$ cat src/design/fqc_pkg.sv
// ----------------------------------------------------------------------------
// fqc_pkg
// command and status codes and fixed field widths for the cancellable queue
// ----------------------------------------------------------------------------
`default_nettype none

package fqc_pkg;

    // fixed widths of the word fields
    localparam int CMD_W    = 2;
    localparam int STATUS_W = 2;
    localparam int ITEM_W   = 16;

    typedef logic [CMD_W-1:0]    cmd_t;
    typedef logic [STATUS_W-1:0] status_t;

    // command codes
    localparam cmd_t CMD_ENQ    = 2'd0;
    localparam cmd_t CMD_DEQ    = 2'd1;
    localparam cmd_t CMD_CANCEL = 2'd2;

    // status codes
    localparam status_t ST_OK    = 2'd0;
    localparam status_t ST_EMPTY = 2'd1;
    localparam status_t ST_FULL  = 2'd2;

endpackage

`default_nettype wire

$ cat src/design/fqc_ram.sv
// ----------------------------------------------------------------------------
// fqc_ram
// entry store: one write port, one read port, registered read data
// ----------------------------------------------------------------------------
`default_nettype none

module fqc_ram #(
    parameter int DEPTH  = 16,
    parameter int WIDTH  = 16,
    parameter int ADDR_W = $clog2(DEPTH)
) (
    input  wire logic              clk,
    input  wire logic              we,
    input  wire logic [ADDR_W-1:0] waddr,
    input  wire logic [WIDTH-1:0]  wdata,
    input  wire logic              re,
    input  wire logic [ADDR_W-1:0] raddr,
    output logic      [WIDTH-1:0]  rdata
);

    logic [WIDTH-1:0] mem [DEPTH];
    logic [WIDTH-1:0] rdata_reg;

    always_ff @(posedge clk)
    begin
        if (we)
        begin
            mem[waddr] <= wdata;
        end
        if (re)
        begin
            rdata_reg <= mem[raddr];
        end
    end

    assign rdata = rdata_reg;

endmodule

`default_nettype wire

$ cat src/design/fifo_queue_with_cancel_unit.sv
// ----------------------------------------------------------------------------
// fifo_queue_with_cancel_unit
// bounded fifo of identifiers with enqueue, dequeue and cancel-by-value
// ----------------------------------------------------------------------------
// usage
//   input channel (in_valid/in_ready) carries one command word: cmd and
//   item_id. output channel (out_valid/out_ready) returns exactly one result
//   word per command: status, head_id, removed_count and occupancy.
//   entries live in a ring buffer held in a synchronous ram with registered
//   read data; a head pointer, a tail pointer and a fill count track it.
// sequencing
//   enqueue, and any command that finds nothing to do: the result is
//   registered on acceptance. dequeue: one ram read, result from S_DEQ.
//   cancel: streams every held entry through the single ram read port in
//   S_CANCEL and writes survivors back in place, compacted.
//   one command is worked on at a time.
// reset
//   rst_n clears pointers, count and the output valid flag; the ram itself is
//   not cleared and is only ever read at entries that were written.
// back-pressure
//   the result sits in an output register; a new command is taken while the
//   previous result is still held, as long as it is being taken this cycle
//   or the register is empty. a stalled receiver therefore stops intake.
// ----------------------------------------------------------------------------
`default_nettype none

module fifo_queue_with_cancel_unit
    import fqc_pkg::*;
#(
    parameter int QUEUE_DEPTH = 16,
    parameter int ID_WIDTH    = 16,
    localparam int CNT_W      = $clog2(QUEUE_DEPTH + 1)
) (
    input  wire logic              clk,
    input  wire logic              rst_n,
    // command channel
    input  wire logic              in_valid,
    output logic                   in_ready,
    input  wire logic [CMD_W-1:0]  cmd,
    input  wire logic [ITEM_W-1:0] item_id,
    // result channel
    output logic                   out_valid,
    input  wire logic              out_ready,
    output logic [STATUS_W-1:0]    status,
    output logic [ITEM_W-1:0]      head_id,
    output logic [CNT_W-1:0]       removed_count,
    output logic [CNT_W-1:0]       occupancy
);

    // stored identifier width: the port only brings 16 bits
    localparam int SID_W = (ID_WIDTH < ITEM_W) ? ID_WIDTH : ITEM_W;
    localparam int PTR_W = $clog2(QUEUE_DEPTH);
    localparam logic [PTR_W-1:0] LAST_PTR  = PTR_W'(QUEUE_DEPTH - 1);
    localparam logic [CNT_W-1:0] DEPTH_CNT = CNT_W'(QUEUE_DEPTH);

    // sequencer states
    localparam logic [1:0] S_IDLE   = 2'd0;
    localparam logic [1:0] S_DEQ    = 2'd1;
    localparam logic [1:0] S_CANCEL = 2'd2;

    // ring pointer step with wrap for any depth
    function automatic logic [PTR_W-1:0] ptr_inc(input logic [PTR_W-1:0] p);
        return (p == LAST_PTR) ? '0 : p + 1'b1;
    endfunction

    logic [1:0]       state_reg,   state_next;
    logic [PTR_W-1:0] head_reg,    head_next;
    logic [PTR_W-1:0] tail_reg,    tail_next;
    logic [CNT_W-1:0] count_reg,   count_next;
    // cancel sweep
    logic [PTR_W-1:0] rd_slot_reg, rd_slot_next;
    logic [PTR_W-1:0] wr_slot_reg, wr_slot_next;
    logic [CNT_W-1:0] kept_reg,    kept_next;
    logic [CNT_W-1:0] proc_reg,    proc_next;
    logic [SID_W-1:0] cid_reg,     cid_next;
    // output register
    logic                 out_valid_reg, out_valid_next;
    status_t              status_reg,    status_next;
    logic [ITEM_W-1:0]    head_id_reg,   head_id_next;
    logic [CNT_W-1:0]     removed_reg,   removed_next;
    logic [CNT_W-1:0]     occ_reg,       occ_next;

    // ram ports
    logic             ram_we;
    logic [PTR_W-1:0] ram_waddr;
    logic [SID_W-1:0] ram_wdata;
    logic             ram_re;
    logic [PTR_W-1:0] ram_raddr;
    logic [SID_W-1:0] ram_rdata;

    logic             accept;
    logic [SID_W-1:0] id_in;
    logic             keep;
    logic [CNT_W-1:0] kept_upd;
    logic [PTR_W-1:0] wr_slot_upd;
    logic             sweep_last;

    fqc_ram #(
        .DEPTH  (QUEUE_DEPTH),
        .WIDTH  (SID_W),
        .ADDR_W (PTR_W)
    ) u_store (
        .clk   (clk),
        .we    (ram_we),
        .waddr (ram_waddr),
        .wdata (ram_wdata),
        .re    (ram_re),
        .raddr (ram_raddr),
        .rdata (ram_rdata)
    );

    // intake only when idle and the output register frees up this cycle
    assign in_ready = (state_reg == S_IDLE) && (!out_valid_reg || out_ready);
    assign accept   = in_valid && in_ready;
    assign id_in    = item_id[SID_W-1:0];

    // cancel sweep: ram data is the entry at offset proc_reg
    assign keep        = (ram_rdata != cid_reg);
    assign kept_upd    = kept_reg + CNT_W'(keep);
    assign wr_slot_upd = keep ? ptr_inc(wr_slot_reg) : wr_slot_reg;
    assign sweep_last  = ((proc_reg + 1'b1) == count_reg);

    always_comb
    begin
        state_next   = state_reg;
        head_next    = head_reg;
        tail_next    = tail_reg;
        count_next   = count_reg;
        rd_slot_next = rd_slot_reg;
        wr_slot_next = wr_slot_reg;
        kept_next    = kept_reg;
        proc_next    = proc_reg;
        cid_next     = cid_reg;

        status_next    = status_reg;
        head_id_next   = head_id_reg;
        removed_next   = removed_reg;
        occ_next       = occ_reg;
        out_valid_next = out_valid_reg && !out_ready;

        ram_we    = 1'b0;
        ram_waddr = tail_reg;
        ram_wdata = id_in;
        ram_re    = 1'b0;
        ram_raddr = head_reg;

        case (state_reg)
            S_IDLE:
            begin
                if (accept)
                begin
                    status_next  = ST_OK;
                    head_id_next = '0;
                    removed_next = '0;
                    occ_next     = count_reg;
                    case (cmd)
                        CMD_ENQ:
                        begin
                            out_valid_next = 1'b1;
                            if (count_reg == DEPTH_CNT)
                            begin
                                status_next = ST_FULL;
                            end
                            else
                            begin
                                ram_we     = 1'b1;
                                ram_waddr  = tail_reg;
                                ram_wdata  = id_in;
                                tail_next  = ptr_inc(tail_reg);
                                count_next = count_reg + 1'b1;
                                occ_next   = count_reg + 1'b1;
                            end
                        end
                        CMD_DEQ:
                        begin
                            if (count_reg == '0)
                            begin
                                status_next    = ST_EMPTY;
                                out_valid_next = 1'b1;
                            end
                            else
                            begin
                                ram_re     = 1'b1;
                                ram_raddr  = head_reg;
                                head_next  = ptr_inc(head_reg);
                                count_next = count_reg - 1'b1;
                                state_next = S_DEQ;
                            end
                        end
                        CMD_CANCEL:
                        begin
                            if (count_reg == '0)
                            begin
                                out_valid_next = 1'b1;
                            end
                            else
                            begin
                                ram_re       = 1'b1;
                                ram_raddr    = head_reg;
                                rd_slot_next = ptr_inc(head_reg);
                                wr_slot_next = head_reg;
                                kept_next    = '0;
                                proc_next    = '0;
                                cid_next     = id_in;
                                state_next   = S_CANCEL;
                            end
                        end
                        default:
                        begin
                            // unused code: no-op with a plain ok result
                            out_valid_next = 1'b1;
                        end
                    endcase
                end
            end
            S_DEQ:
            begin
                status_next    = ST_OK;
                head_id_next   = ITEM_W'(ram_rdata);
                removed_next   = CNT_W'(1);
                occ_next       = count_reg;
                out_valid_next = 1'b1;
                state_next     = S_IDLE;
            end
            S_CANCEL:
            begin
                // survivors are written back at the compacted slot
                ram_we       = keep;
                ram_waddr    = wr_slot_reg;
                ram_wdata    = ram_rdata;
                wr_slot_next = wr_slot_upd;
                kept_next    = kept_upd;
                proc_next    = proc_reg + 1'b1;
                if (!sweep_last)
                begin
                    ram_re       = 1'b1;
                    ram_raddr    = rd_slot_reg;
                    rd_slot_next = ptr_inc(rd_slot_reg);
                end
                else
                begin
                    count_next     = kept_upd;
                    tail_next      = wr_slot_upd;
                    status_next    = ST_OK;
                    head_id_next   = '0;
                    removed_next   = count_reg - kept_upd;
                    occ_next       = kept_upd;
                    out_valid_next = 1'b1;
                    state_next     = S_IDLE;
                end
            end
            default:
            begin
                state_next = S_IDLE;
            end
        endcase
    end

    // control state
    always_ff @(posedge clk or negedge rst_n)
    begin
        if (!rst_n)
        begin
            state_reg     <= S_IDLE;
            head_reg      <= '0;
            tail_reg      <= '0;
            count_reg     <= '0;
            out_valid_reg <= 1'b0;
        end
        else
        begin
            state_reg     <= state_next;
            head_reg      <= head_next;
            tail_reg      <= tail_next;
            count_reg     <= count_next;
            out_valid_reg <= out_valid_next;
        end
    end

    // sweep and result payload
    always_ff @(posedge clk)
    begin
        rd_slot_reg <= rd_slot_next;
        wr_slot_reg <= wr_slot_next;
        kept_reg    <= kept_next;
        proc_reg    <= proc_next;
        cid_reg     <= cid_next;
        status_reg  <= status_next;
        head_id_reg <= head_id_next;
        removed_reg <= removed_next;
        occ_reg     <= occ_next;
    end

    assign out_valid     = out_valid_reg;
    assign status        = status_reg;
    assign head_id       = head_id_reg;
    assign removed_count = removed_reg;
    assign occupancy     = occ_reg;

    // ------------------------------------------------------------------------
    // assertions
    // ------------------------------------------------------------------------

    logic [CNT_W:0] tail_sum;
    assign tail_sum = {1'b0, CNT_W'(head_reg)} + {1'b0, count_reg};

    // fill count never exceeds the depth
    a_count_bound: assert property (@(posedge clk) disable iff (!rst_n)
        count_reg <= DEPTH_CNT)
        else $error("fill count above depth");

    // tail pointer stays head plus count, modulo depth, between commands
    a_tail_track: assert property (@(posedge clk) disable iff (!rst_n)
        (state_reg == S_IDLE) |->
            ((tail_sum >= (CNT_W+1)'(QUEUE_DEPTH))
                ? (tail_reg == PTR_W'(tail_sum - (CNT_W+1)'(QUEUE_DEPTH)))
                : (tail_reg == PTR_W'(tail_sum))))
        else $error("tail pointer out of step with head and count");

    // compaction never writes ahead of the read sweep
    a_kept_le_proc: assert property (@(posedge clk) disable iff (!rst_n)
        (state_reg == S_CANCEL) |-> (kept_reg <= proc_reg) && (proc_reg < count_reg))
        else $error("cancel sweep bookkeeping broken");

    // an accepted enqueue answers in the next cycle
    a_enq_latency: assert property (@(posedge clk) disable iff (!rst_n)
        (accept && (cmd == CMD_ENQ)) |=> out_valid_reg)
        else $error("enqueue result missing");

endmodule

`default_nettype wire
$ cat config.mk
export PLATFORM = sky130hd
export DESIGN_NAME = fifo_queue_with_cancel_unit
export DESIGN_NICKNAME = d
export VERILOG_FILES = /design/src/design/fqc_pkg.sv /design/src/design/fqc_ram.sv /design/src/design/fifo_queue_with_cancel_unit.sv
export SDC_FILE = /design/constraint.sdc
export NUM_CORES = 1
export LEC_CHECK = 0
export ABC_AREA = 0
export BUFFER_PORTS_ARGS = -buffer_cell sky130_fd_sc_hd__buf_2
export CORE_MARGIN = 4
export CORE_UTILIZATION = 55
export CTS_BUF_LIST = sky130_fd_sc_hd__clkbuf_8
export DETAILED_ROUTE_END_ITERATION = 7
export PLACE_DENSITY_LB_ADDON = 0.1
export SYNTH_ARGS = -nofsm -noshare
export SYNTH_HDL_FRONTEND = slang
export SYNTH_SLANG_ARGS = --single-unit
$ cat constraint.sdc
create_clock -name clk -period 4.5 [get_ports clk]
set_input_delay 0.9 -clock clk [delete_from_list [all_inputs] [get_ports clk]]
set_output_delay 0.9 -clock clk [all_outputs]
set_load 0.005 [all_outputs]
After elaboration in Yosys (flattened, before gate mapping)
Memory sizes are Yosys's and may differ from the RTL's. A register that Yosys moved wholly into a read port is not among the register bits.
Index checks and enable logic that the tools add are counted.
{"block": "word_totals", "ram_bits": 256, "in_bits": 22, "out_inout_bits": 30, "word_cells": 137, "ff_bits": 78, "memories": 1}
{"name": "u_store.mem", "depth": 16, "width": 16, "read_ports": 1, "rd_ports_with_merged_regs": 1, "write_ports": 1, "line_no": "fqc_ram.sv:21", "rtl": "logic [WIDTH-1:0] mem [DEPTH];"}
{"block": "op_classes", "n_eq_ne": 22, "mux": 70, "add_sub_neg": 9, "bitwise_logic": 1, "reduce_logical": 20}
{"operator": "$mux 4", "n": 19}
{"operator": "$mux 5", "n": 11}
{"operator": "$mux 16", "n": 3}
{"operator": "$pmux 16 s3", "n": 1}
{"operator": "$pmux 5 s2", "n": 4}
{"operator": "$pmux 5 s3", "n": 2}
{"operator": "$pmux 4 s2", "n": 3}
{"operator": "$reduce_and 5->1", "n": 4}
{"operator": "$add 4x1->4 const B", "n": 4}
{"operator": "$eq 4x4->1 const B", "n": 4}
{"operator": "$ne 16x16->1", "n": 1}
{"operator": "$mux 1", "n": 14}
{"operator": "$mux 2", "n": 6}
{"operator": "$pmux 2 s2", "n": 3}
{"operator": "$reduce_and 4->1", "n": 3}
{"operator": "$add 5x1->5 const B", "n": 2}
{"operator": "$ne 2x2->1 const B", "n": 5}
{"operator": "$ne 3x1->1 const B", "n": 2}
{"operator": "$ne 3x3->1 const B", "n": 2}
{"operator": "$pmux 2 s3", "n": 1}
{"operator": "$add 5x1->5", "n": 1}
{"operator": "$eq 5x5->1", "n": 1}
{"operator": "$eq 5x5->1 const B", "n": 1}
{"operator": "$logic_not 5->1", "n": 1}
{"operator": "16 further kinds", "n": 24}

Logic depth before layout (Yosys ltp)
Gate-level depths: netlist of the first run.
{"block": "logic_depth", "word_depth": 8, "mapped_depth": 12, "ltp_nobuf": 12}

By module
A second synthesis of the first run with hierarchy kept.
{"block": "unflattened", "cells_unflattened": 833, "hier_area_um2": 14745.4}
{"module": "fqc_ram", "area_per_inst_um2": 10203.5, "seq_area_each_um2": 8167.8, "n_inst": 1, "cells_per_inst": 432}
{"module": "fifo_queue_with_cancel_unit", "area_per_inst_um2": 4541.9, "seq_area_each_um2": 2262.2, "n_inst": 1, "cells_per_inst": 401}

Worst setup path after synthesis of the first run
OpenSTA, ideal clock, no wires.
{"block": "synth_timing", "path_kind": "reg-to-reg", "start": "register proc_reg[0]", "end": "register head_id_reg[0], in the netlist head_id[0] (enable)", "setup_ns": 0.456, "synth_period_minus_slack_ns": 4.085, "stages_incl_launch_ff": 6, "arrival_ns": 3.629, "slack_ns": 0.415, "t_required_ns": 4.044, "path_buffers": 0, "cell_sequence": "edfxtp_1 ha_1 xnor3_1 nand3_2 o31a_1 a211oi_1"}
{"block": "synth_via", "elab_chain_len": 4}
{"element": "start, declared", "line_no": "fifo_queue_with_cancel_unit.sv:74", "rtl": "logic [CNT_W-1:0] proc_reg, proc_next;"}
{"element": "start signal, assigned", "line_no": "fifo_queue_with_cancel_unit.sv:286", "rtl": "proc_reg <= proc_next;"}
{"element": "$add 5x1->5", "line_no": "fifo_queue_with_cancel_unit.sv:121", "rtl": "assign sweep_last = ((proc_reg + 1'b1) == count_reg);"}
{"element": "$eq 5x5->1", "line_no": "fifo_queue_with_cancel_unit.sv:121"}
{"element": "$ne 2x2->1 (no line)"}
{"element": "$reduce_and 3->1 (no line)"}
{"element": "end signal, assigned", "line_no": "fifo_queue_with_cancel_unit.sv:289", "rtl": "head_id_reg <= head_id_next;"}
{"element": "end, declared", "line_no": "fifo_queue_with_cancel_unit.sv:79", "rtl": "logic [ITEM_W-1:0] head_id_reg, head_id_next;"}
Every way passes these cells.
A chain may end at the register's enable or synchronous reset.

Final worst setup path of the first run
{"block": "layout_timing", "start": "register proc_reg[0]", "end": "register u_store.rdata_reg[11], in the netlist u_store.rdata[11], read port of u_store.mem, data pin"}
{"block": "layout_via", "elab_chain_len": 4, "elab_cells_between_ends": 6, "cone_classes": "add/sub (1); eq/ne (1); mux (4)"}
{"element": "$add 5x1->5 (*)", "line_no": "fifo_queue_with_cancel_unit.sv:121"}
{"element": "$eq 5x5->1 (*)", "line_no": "fifo_queue_with_cancel_unit.sv:121"}
{"element": "$mux 1 or $mux 4 (tied branches)", "line_no": "fifo_queue_with_cancel_unit.sv:234", "rtl": "if (!sweep_last)"}
{"element": "$pmux 1 s2 or $mux 4 (tied branches)"}
{"element": "end, declared", "line_no": "fqc_ram.sv:22", "rtl": "logic [WIDTH-1:0] rdata_reg;"}
Every way passes the cells marked *; elsewhere a longest branch is shown, timed or not.

==> metrics.log, run 1 <==
INFO  metric run_status = completed
INFO  metric total_standard_cell_area_after_synthesis = between 15,000 and 20,000 um^2
INFO  metric synth.net_count = between 1,500 and 2,000
INFO  metric leakage_power = just over 7 nW
INFO  metric synth-adder-area-share = under 10%
INFO  metric die-height = roughly 200 um
INFO  metric timing.slew.headroom = a little over a third
INFO  metric worst_slew_pin_slew = 0.960 ns
INFO  metric dp_slack = a little under 0.6 ns
INFO  metric timing.setup.tns = 0 ns
INFO  metric synth-seq-area-share = 54.0%
INFO  metric largest_net_degree_at_the_start_of_global_routing = about 240
INFO  metric largest_register_ffs = 256
INFO  metric grt_use_total = 25.4%
INFO  metric rows = 68
INFO  metric synth-seq-cells = 350
INFO  metric drt_iter0_drc = approximately 1,400
INFO  metric clk_latency = roughly 0.66 ns
INFO  metric synth.top_cells.by_area = sky130_fd_sc_hd__edfxtp_1, sky130_fd_sc_hd__mux2_2, sky130_fd_sc_hd__mux2i_1
INFO  metric drive_above_1_share = 20.6%
INFO  metric cts_tree = done
INFO  metric maxCapViolCount = 0
INFO  metric ant_nets = 0
INFO  metric setup_repair_after_global_routing_missed_its_margin = false
INFO  metric cts.path.max_buffers = 3
INFO  metric ys.warnings.count = 0
INFO  metric most_used_flip_flop_cell_after_synthesis = sky130_fd_sc_hd__edfxtp_1
INFO  metric ir_worst_vdd = 0.000472 V
INFO  metric number_of_slew_limit_violations_in_the_final_report = 0
INFO  metric place.detailed.hpwl = about 30 mm
INFO  metric cts_hold_repair.buffers = 0
INFO  metric startpoint_type = register
INFO  metric path_max_fanout = 9
INFO  metric cts_resized = 0
INFO  metric cts_root_buffer = sky130_fd_sc_hd__clkbuf_8
INFO  metric final_min_period = 3.96 ns
INFO  metric port_buffers = 51
INFO  metric wirelength = roughly 50 mm
INFO  metric number_of_global_route_vias_before_repair = 13,200
INFO  metric cp_data_arrival_time = ~4.4 ns
INFO  metric standard_cell_with_the_maximum_stage_delay_on_the_critical_path = sky130_fd_sc_hd__o31ai_2
INFO  metric cts_made_buffers = slightly below 60
INFO  metric fin_hold_ws = 0.155 ns
INFO  metric post-synth-top-area-cell = sky130_fd_sc_hd__edfxtp_1
INFO  metric die_x = ~200 um
INFO  metric h_tree_lvls = 2
INFO  metric antenna-diode-count = 0
INFO  metric detail_route.wl_per_cell = roughly 24 um
INFO  metric first_pass_grt_wire_length = about 76 mm
INFO  metric design.final.nets = 1,630
INFO  metric most-common-layout-cells = sky130_fd_sc_hd__edfxtp_1, sky130_fd_sc_hd__mux2_2, sky130_fd_sc_hd__o21ai_0
INFO  metric cts_sinks = 350
INFO  metric initial_core_util = 55.8%
INFO  metric gate_count_of_the_mapped_netlist = around 1,600
INFO  metric hold_viol_final = 0
INFO  metric synth_to_layout_area_growth = 9.34%
INFO  metric reg2regPathDepth = 10
INFO  metric core_area = 34,600 um^2
INFO  metric design.die.area = 38,200 um^2
INFO  metric path_cells = ha_1 > nand3_1 > xor2_4 > o31ai_2 > buf_4 > nor4b_1 > a21oi_2 > buf_4 > o22ai_1 > or4_1
INFO  metric synth-edff-count = ~330
INFO  metric grt_overflow = 0
INFO  metric timing.final.ws_setup = ~0.54 ns
INFO  metric power_density = around 630 nW/um^2
INFO  metric detailedRoute.firstPassIterationCount = 6
INFO  metric route.vias.total = around 14,000
INFO  metric complex_gate_fraction_of_the_synthesized_area = between 10% and 20%
INFO  metric synth_mux_area_share = approximately 16%
INFO  metric worst_path_most_repeated_cell = sky130_fd_sc_hd__buf_4
INFO  metric maxClockFrequency = 252 MHz
INFO  metric fin_crit_sh = approximately nine tenths
INFO  metric yosys.cell_types.count = just under 70
INFO  metric worst-setup-path-type = reg2reg
INFO  metric worst_clock_skew = between 0.02 and 0.03 ns
INFO  metric syn_area_per_cell = roughly 12 um^2
INFO  metric worst_path_largest_cell_delay = roughly 0.73 ns
INFO  metric design.portCount = between 50 and 60
INFO  metric number_of_antenna_violations_at_the_first_check_in_global_routing = 1
INFO  metric synth_top_family_by_area = multiplexers
INFO  metric synth_xor_xnor_area_share = between 2 and 2.5%
INFO  metric synth_top_area_share = between 50% and 60%
INFO  metric layout_commonest_cell = sky130_fd_sc_hd__edfxtp_1
INFO  metric postCtsSetupBuffers = 0
INFO  metric synth_async_sr_flop_share = 4.57%
INFO  metric post-route-drc-count = 0
INFO  metric endpoint_type_of_the_worst_setup_path = register
INFO  metric drt_via_density = 6.60
INFO  metric timing.final.setup_violations = 0
INFO  metric worst_setup_hold_path_clk_slew = around 0.060 ns
INFO  metric synth_simple_gate_area_share = between 8 and 9%
INFO  metric top_reg_by_flops = u_store.mem
INFO  metric holdCritPathClass = in2async
INFO  metric worst-endpoint-required = 4.89 ns
INFO  metric place_congestion = between 0.7 and 0.8
==> through the flow <==
| step | cells | area (um^2) | utilization [%] | power [mW] |
|---|---|---|---|---|
| after floorplan | 1573 | 19300 | - | 8.84 |
| after CTS | 2092 | 21100 | 61.0 | 13.2 |
| after global placement | 1983 | 20000 | 57.8 | 10.4 |
| after detailed placement | 1983 | 20000 | 57.8 | 10.5 |
| after global routing | 2092 | 21100 | 61.0 | 13.9 |
| final | 2092 | 21100 | 61.0 | 13.2 |
==> power breakdown <==
group          total (mW)  leakage [nW]  switching (mW)  internal [mW]
registers            4.87          3.25           0.463           4.40
logic                5.62          3.35            3.40           2.22
clock network        2.73         0.635            1.32           1.41
total                13.2          7.24            5.18           8.04
==> worst max-delay path, delay by kind of cell, from the launching register on <==
family / cells / cell delay (ns)
adders and majority gates: 1 / 0.26
xor gates and xnor gates: 1 / 0.27
AOI/OAI and AO/OA: 3 / 1.27
buffers and inverters: 2 / 0.57
and+or+nand+nor: 3 / 0.90
DFF: 1 / 0.41
==> synthesized netlist by cell type, types with 6 or more instances <==
cell                       number
sky130_fd_sc_hd__a221oi_1      99
sky130_fd_sc_hd__xor2_1        27
sky130_fd_sc_hd__nand4_1        6
sky130_fd_sc_hd__ha_1          19
sky130_fd_sc_hd__buf_1         25
sky130_fd_sc_hd__xnor2_1       18
sky130_fd_sc_hd__inv_1         13
sky130_fd_sc_hd__o22ai_1       47
sky130_fd_sc_hd__mux2i_1      136
sky130_fd_sc_hd__a31oi_1       12
sky130_fd_sc_hd__or4_1         16
sky130_fd_sc_hd__o21ai_0      146
sky130_fd_sc_hd__mux2_2       149
sky130_fd_sc_hd__a221o_1       31
sky130_fd_sc_hd__nand3_1      135
sky130_fd_sc_hd__clkbuf_1      86
sky130_fd_sc_hd__edfxtp_1     334
sky130_fd_sc_hd__buf_2         15
sky130_fd_sc_hd__nand2b_1       8
sky130_fd_sc_hd__a21oi_1       16
sky130_fd_sc_hd__a22o_1        16
sky130_fd_sc_hd__and2_1        26
sky130_fd_sc_hd__dfrtp_1       16
sky130_fd_sc_hd__nor2b_1        9
sky130_fd_sc_hd__buf_4          6
sky130_fd_sc_hd__nor2_1        47
sky130_fd_sc_hd__nand2_1       35
==> cell type report <==
class,count,area [um^2]
clock inverter,49,287
multi-input combinational,1073,8310
tap,455,569
sequential,350,10400
timing repair buffer,92,638
inverter,13,48.8
fill,2712,13500
clock buffer,60,826
==> cell families after synthesis <==
logic type,count (synthesis)
simple gates,313
fa+ha+maj,22
flops,350
buf+inv,150
mux,286
compound gates,405
xor+xnor,47
==> worst paths after layout <==
check                            startpoint           endpoint  slack [ns]
worst max-delay path            proc_reg[0]  u_store.rdata[11]        0.54
worst min-delay path                  rst_n       count_reg[1]        0.15
worst max register to register  proc_reg[0]  u_store.rdata[11]        0.54
worst min register to register  tail_reg[1]        tail_reg[1]        0.53
max in group asynchronous             rst_n        head_reg[0]        4.04
min in group clk                item_id[15]        cid_reg[15]        0.43
==> per-layer routing <==
layer	part of all wire (%)	GRT usage [%]	vias to the layer above
met4	2.2	7.06	2
met3	8.0	5.47	84
met5	0.026	0	-
li1	-	-	6308
met2	45	39.3	545
met1	44	36.7	6865
Power figures use the tool's default switching activity.
==> run 2: changes to the inputs <==
--- a/config.mk
+++ b/config.mk
@@ -6,12 +6,13 @@
 export NUM_CORES = 1
 export LEC_CHECK = 0
 export ABC_AREA = 0
-export BUFFER_PORTS_ARGS = -buffer_cell sky130_fd_sc_hd__buf_2
-export CORE_MARGIN = 4
+export CORE_MARGIN = 1.5
 export CORE_UTILIZATION = 55
 export CTS_BUF_LIST = sky130_fd_sc_hd__clkbuf_8
 export DETAILED_ROUTE_END_ITERATION = 7
+export DONT_BUFFER_PORTS = 1
 export PLACE_DENSITY_LB_ADDON = 0.1
+export SLEW_MARGIN = 15
 export SYNTH_ARGS = -nofsm -noshare
 export SYNTH_HDL_FRONTEND = slang
 export SYNTH_SLANG_ARGS = --single-unit
==> run 2 against run 1 <==
Compared with the run above:
- non-clock buffer count decreased by 48
- critical path type unchanged
- routed wire length is 0.93% lower
- largest cell class unchanged
- register-to-register slack better by 0.15 ns
- critical path depth shrank 2
- count of clock-buffer cells in the layout increased by 1
- setup slack improved by 0.15 ns
- die area is 5.1% lower
- global-route usage increased by 1.8 points
- sequential power hardly changed
- clock skew is 0.013 ns lower
==> metrics.log, run 2 (synthesized netlist as in run 1, its figures left out) <==
INFO  metric standard_cell_with_the_maximum_stage_delay_on_the_critical_path = sky130_fd_sc_hd__o31ai_2
INFO  metric die_x = 190 um
INFO  metric clk_latency = about 0.65 ns
INFO  metric most-common-layout-cells = sky130_fd_sc_hd__edfxtp_1, sky130_fd_sc_hd__mux2_2, sky130_fd_sc_hd__o21ai_0
INFO  metric number_of_slew_limit_violations_in_the_final_report = 0
INFO  metric final_min_period = approximately 3.8 ns
INFO  metric worst-endpoint-required = between 4 and 5 ns
INFO  metric top_reg_by_flops = u_store.mem
INFO  metric drt_iter0_drc = roughly 1,300
INFO  metric worst-setup-path-type = reg2reg
INFO  metric number_of_global_route_vias_before_repair = approximately 13,000
INFO  metric layout_commonest_cell = sky130_fd_sc_hd__edfxtp_1
INFO  metric holdCritPathClass = in2reg
INFO  metric timing.slew.headroom = approximately a third
INFO  metric detailedRoute.firstPassIterationCount = 5
INFO  metric post-route-drc-count = 0
INFO  metric largest_register_ffs = between 200 and 300
INFO  metric port_buffers = 0
INFO  metric cts.path.max_buffers = 3
INFO  metric worst_path_largest_cell_delay = about 0.66 ns
INFO  metric grt_overflow = 0
INFO  metric detail_route.wl_per_cell = between 20 and 25 um
INFO  metric dpl.cell_count = roughly 1,900
INFO  metric startpoint_type = register
INFO  metric cts_sinks = between 300 and 400
INFO  metric hold_viol_final = 0
INFO  metric path_cells = ha_1 > nand3_1 > xor2_4 > o31ai_2 > mux2i_1 > nand2b_1 > o22ai_1 > or4_1
INFO  metric cts_hold_repair.buffers = 1
INFO  metric drive_above_1_share = 17.8%
INFO  metric design.final.nets = 1,582
INFO  metric worst_slew_pin_slew = 0.985 ns
INFO  metric worst_clock_skew = 0.0157 ns
INFO  metric worst_setup_hold_path_clk_slew = 0.07 ns
INFO  metric place_congestion = 0.818
INFO  metric power_density = approximately 630 nW/um^2
INFO  metric path_max_fanout = 16
INFO  metric timing.critical_path.max_delay_family = simple AND/OR/NAND/NOR gates
INFO  metric setup_repair_after_global_routing_missed_its_margin = false
INFO  metric core_area = 34,500 um^2
INFO  metric nFillCells = about 2,700
INFO  metric initial_core_util = between 50% and 60%
INFO  metric wirelength = approximately 50 mm
INFO  metric design.die.area = around 36,000 um^2
INFO  metric stdcell_count = about 2,000
INFO  metric r2r_slack = 0.69 ns
INFO  metric timing.final.setup_violations = 0
INFO  metric maxClockFrequency = roughly 260 MHz
INFO  metric antenna-diode-count = 0
INFO  metric cts_tree = done
INFO  metric number_of_antenna_violations_at_the_first_check_in_global_routing = 0
INFO  metric leakage_power = roughly 7.0 nW
INFO  metric grt_use_total = approximately 27%
INFO  metric run_status = completed
INFO  metric h_tree_lvls = 2
INFO  metric timing.final.ws_setup = ~0.7 ns
INFO  metric postLayoutCoreUtil = between 60% and 70%
INFO  metric ir_worst_vdd = approximately 0.00046 V
INFO  metric timing.setup.tns = 0 ns
INFO  metric route.vias.total = approximately 14,000
INFO  metric design.portCount = 52
INFO  metric fin_crit_sh = 84.7%
INFO  metric place.detailed.hpwl = ~31 mm
INFO  metric first_pass_grt_wire_length = 75.6 mm
INFO  metric cp_data_arrival_time = approximately 4.2 ns
INFO  metric synth_to_layout_area_growth = 7.98%
INFO  metric endpoint_type_of_the_worst_setup_path = register
INFO  metric die-height = 190 um
INFO  metric dp_slack = between 0.7 and 0.8 ns
INFO  metric ant_nets = 0
INFO  metric maxCapViolCount = 0
INFO  metric cts_made_buffers = slightly below 60
INFO  metric cts_resized = 0
INFO  metric rows = just under 70
INFO  metric design_power_total = between 10 and 15 mW
INFO  metric drt_via_density = 6.68
INFO  metric largest_net_degree_at_the_start_of_global_routing = between 200 and 250
INFO  metric postCtsSetupBuffers = 0
INFO  metric cts_root_buffer = sky130_fd_sc_hd__clkbuf_8
INFO  metric worst-path-buf-inv = 0
-- run 2: cell types whose count changed in the layout (fill, tap and decap cells not counted), sizes merged --
| cell | previous run | this run |
|---|---|---|
| buf | 92 | 43 |
| clkinv | 25 | 14 |
| inv | 32 | 39 |
| bufinv | 3 | 0 |
| clkbuf | 60 | 61 |
| clkinvlp | 2 | 1 |
| dlygate4sd3 | 0 | 1 |
-- run 2: area by class of cell --
class,instances,area [um^2],area share [%]
Inverter,13,48.8,0.234
Clock inverter,41,169,0.810
Timing Repair Buffer,44,465,2.23
Multi-Input combinational cell,1073,8320,39.9
Sequential cell,350,10400,50.0
Clock buffer,61,840,4.03
Tap cell,455,569,2.73
-- run 2: worst paths after layout --
kind / depth (start not counted) / end / start
worst max-delay path: 8 / u_store.rdata[12] / proc_reg[0]
worst min-delay path: 0 / cid_reg[8] / item_id[8]
worst max register to register: 8 / u_store.rdata[12] / proc_reg[0]
worst min register to register: 2 / tail_reg[1] / tail_reg[1]
max in group asynchronous: 1 / head_reg[0] / rst_n
min in group asynchronous: 1 / out_valid / rst_n
-- run 2: routing by layer --
metal / share of wire (%) / global-route usage [%]
met5: 0 / 0
met4: 1.7 / 7.57
met3: 7.8 / 5.82
met2: 44 / 41.1
met1: 46 / 39.7
-- run 2: power by group --
part / internal [mW] / leakage (nW) / switching (mW)
registers: 4.41 / 3.25 / 0.473
clock network: 1.24 / 0.610 / 1.27
logic: 2.18 / 3.17 / 3.48
total: 7.83 / 7.04 / 5.22
-- run 2: stage by stage --
stage | cell area (um^2) | hold WS [ns]
2_1_floorplan | 19300 | 0.489
3_3_place_gp | 19800 | 0.529
3_5_place_dp | 19800 | 0.552
4_1_cts | 20800 | 0.310
5_1_grt | 20800 | 0.316
6_report | 20800 | 0.352
==> run 3: changes to the inputs <==
==> constraint.sdc (replaced) <==
create_clock -name clk -period 3.9 [get_ports clk]
set_input_delay 0.78 -clock clk [delete_from_list [all_inputs] [get_ports clk]]
set_output_delay 0.78 -clock clk [all_outputs]
set_load 0.005 [all_outputs]
==> run 3 against run 2 <==
Compared with the run above:
- setup slack got worse by 0.49 ns
- routed wire length is 5.4% higher
- sequential power grew 16%
- highest routed layer unchanged
- largest power group unchanged
- worst hold slack got worse by 0.14 ns
==> metrics.log, run 3 (synthesized netlist as in run 1, its figures left out) <==
INFO  metric setup_repair_after_global_routing_missed_its_margin = false
INFO  metric detail_route.wl_per_cell = 25.8 um
INFO  metric core_area = roughly 35,000 um^2
INFO  metric final_min_period = ~3.7 ns
INFO  metric sw_frac_of_total = between 30% and 40%
INFO  metric h_tree_lvls = 2
INFO  metric worst-setup-path-type = reg2reg
INFO  metric top_layer = met4
INFO  metric grt_use_total = approximately 29%
INFO  metric place.detailed.hpwl = slightly above 30 mm
INFO  metric number_of_antenna_violations_at_the_first_check_in_global_routing = 2
INFO  metric dpl_cell_area = about 20,000 um^2
INFO  metric route.vias.total = between 10,000 and 15,000
INFO  metric design.final.nets = between 1,500 and 2,000
INFO  metric number_of_global_route_vias_before_repair = 13,100
INFO  metric worst_hold_path.num_cells = 0
INFO  metric post-route-cell-area = approximately 21,000 um^2
INFO  metric design.die.area = roughly 36,000 um^2
INFO  metric ir_worst_vdd = about 0.00052 V
INFO  metric post-route-drc-count = 0
INFO  metric worstReg2RegStart = proc_reg[0]
INFO  metric combinationalPowerShare = a little over two fifths
INFO  metric cts_tree = done
INFO  metric antenna-diode-count = 0
INFO  metric timing.slew.headroom = approximately two fifths
INFO  metric postCtsSetupBuffers = 0
INFO  metric grt_overflow = 0
INFO  metric worst_clock_skew = approximately 0.029 ns
INFO  metric clkPwrFrac = 19.5%
INFO  metric cp_data_arrival_time = approximately 4.1 ns
INFO  metric hold_viol_final = 0
INFO  metric first_pass_grt_wire_length = between 70 and 80 mm
INFO  metric largest_net_degree_at_the_start_of_global_routing = about 150
INFO  metric share_seq_of_total_power = between 30% and 40%
INFO  metric rows = 68
INFO  metric hold_crit_start = item_id[4]
INFO  metric design.portCount = 52
INFO  metric place_congestion = around 0.80
INFO  metric synth_to_layout_area_growth = 8.08%
INFO  metric met3RoutedLength = roughly 4.4 mm
INFO  metric endpoint_type_of_the_worst_setup_path = register
INFO  metric p_switching = around 6.0 mW
INFO  metric detailedRoute.firstPassIterationCount = 5
INFO  metric drt_via_density = between 6 and 7
INFO  metric most-common-layout-cells = sky130_fd_sc_hd__edfxtp_1, sky130_fd_sc_hd__mux2_2, sky130_fd_sc_hd__o21ai_0
INFO  metric worst-endpoint-required = 4.28 ns
INFO  metric startpoint_type = register
INFO  metric largest_register_ffs = 256
INFO  metric timing.setup.tns = 0 ns
INFO  metric run_status = completed
INFO  metric dr_wl_met2 = 24.1 mm
INFO  metric cts.path.max_buffers = 3
INFO  metric power_density = approximately 720 nW/um^2
INFO  metric holdCritPathClass = in2reg
INFO  metric maxClockFrequency = 270 MHz
INFO  metric ant_nets = 0
INFO  metric die-height = around 190 um
INFO  metric fin_crit_sh = around 95%
INFO  metric cts_root_buffer = sky130_fd_sc_hd__clkbuf_8
INFO  metric cts_sinks = 350
INFO  metric path_max_fanout = ~130
INFO  metric nFillCells = ~2,800
INFO  metric maxCapViolCount = 0
INFO  metric timing.final.setup_violations = 0
INFO  metric cts_made_buffers = 58
INFO  metric top_reg_by_flops = u_store.mem
INFO  metric worst_setup_hold_path_clk_slew = around 0.070 ns
INFO  metric leakage_power = approximately 7 nW
INFO  metric initial_core_util = 55.9%
INFO  metric worst_slew_pin_slew = a little over 0.9 ns
INFO  metric dp_slack = a little under 0.3 ns
INFO  metric wirelength_met1 = roughly 23 mm
INFO  metric timing.final.ws_setup = ~0.20 ns
INFO  metric drt_iter0_drc = 1,487
INFO  metric cts_resized = 0
INFO  metric drive_above_1_share = between 10% and 20%
INFO  metric reg2regPathDepth = 10
INFO  metric startpoint = proc_reg[0]
INFO  metric number_of_slew_limit_violations_in_the_final_report = 0
INFO  metric wirelength = ~52 mm
INFO  metric cellInternalPower = around 9.1 mW
INFO  metric layout_commonest_cell = sky130_fd_sc_hd__edfxtp_1
INFO  metric port_buffers = 0
INFO  metric clk_latency = between 0.6 and 0.7 ns
INFO  metric die_x = 190 um
==> run 3: final timing paths <==
kind	to	slack, ns
worst min register to register	tail_reg[1]	0.54
worst max register to register	u_store.rdata[9]	0.20
worst max-delay path	u_store.rdata[9]	0.20
worst min-delay path	cid_reg[4]	0.21
min in group asynchronous	count_reg[0]	0.67
max in group asynchronous	head_reg[0]	2.60
==> run 3: cell type report <==
type	count	area [um^2]	share of cell area (%)
clock inverter	35	164	0.785
tap	455	569	2.73
timing repair buffer	47	505	2.42
multi-input combinational	1073	8310	39.8
inverter	13	48.8	0.234
sequential	350	10400	50.0
clock buffer	61	840	4.02
==> run 3: routing by layer <==
layer / GRT usage [%] / vias up
li1: - / 6202
met1: 41.1 / 6832
met3: 6.26 / 81
met4: 8.09 / 0
met5: 0 / -
met2: 44.6 / 596
==> run 3: through the flow <==
| stage | cells | power, mW | hold WS [ns] | util, % |
|---|---|---|---|---|
| 3_5_place_dp | 1937 | 12.1 | 0.485 | 57.5 |
| 2_1_floorplan | 1573 | 10.2 | 0.484 | - |
| 5_1_grt | 2034 | 15.8 | 0.179 | 60.4 |
| 4_1_cts | 2034 | 15.1 | 0.176 | 60.4 |
| 6_report | 2034 | 15.1 | 0.211 | 60.4 |
| 3_3_place_gp | 1937 | 12.0 | 0.485 | 57.5 |
==> run 3: power groups by stage <==
| stage | clock, mW | combinational (mW) | sequential, mW |
|---|---|---|---|
| after floorplan | 0 | 4.82 | 5.38 |
| after global placement | 0 | 6.33 | 5.69 |
| after detailed placement | 0 | 6.42 | 5.71 |
| after CTS | 3.01 | 6.44 | 5.63 |
| after global routing | 3.15 | 6.99 | 5.71 |
| final | 2.95 | 6.50 | 5.64 |
==> run 3: critical path, cell delays in order, from the launching register on <==
cell and delay (ns):
sky130_fd_sc_hd__edfxtp_1 0.45, sky130_fd_sc_hd__ha_1 0.28, sky130_fd_sc_hd__xnor3_1 0.32, sky130_fd_sc_hd__nand3_2 0.12, sky130_fd_sc_hd__nor2_2 0.32, sky130_fd_sc_hd__o21ai_4 0.11
sky130_fd_sc_hd__buf_12 0.25, sky130_fd_sc_hd__a221oi_1 0.67, sky130_fd_sc_hd__o22ai_1 0.17, sky130_fd_sc_hd__buf_4 0.18, sky130_fd_sc_hd__or4_1 0.38
==> run 3: what timing repair did <==
item                                    4_1_cts  5_1_grt
endpoints found under the setup margin        0        0
hold buffers                                  1        0
endpoints found under the hold margin        16        0
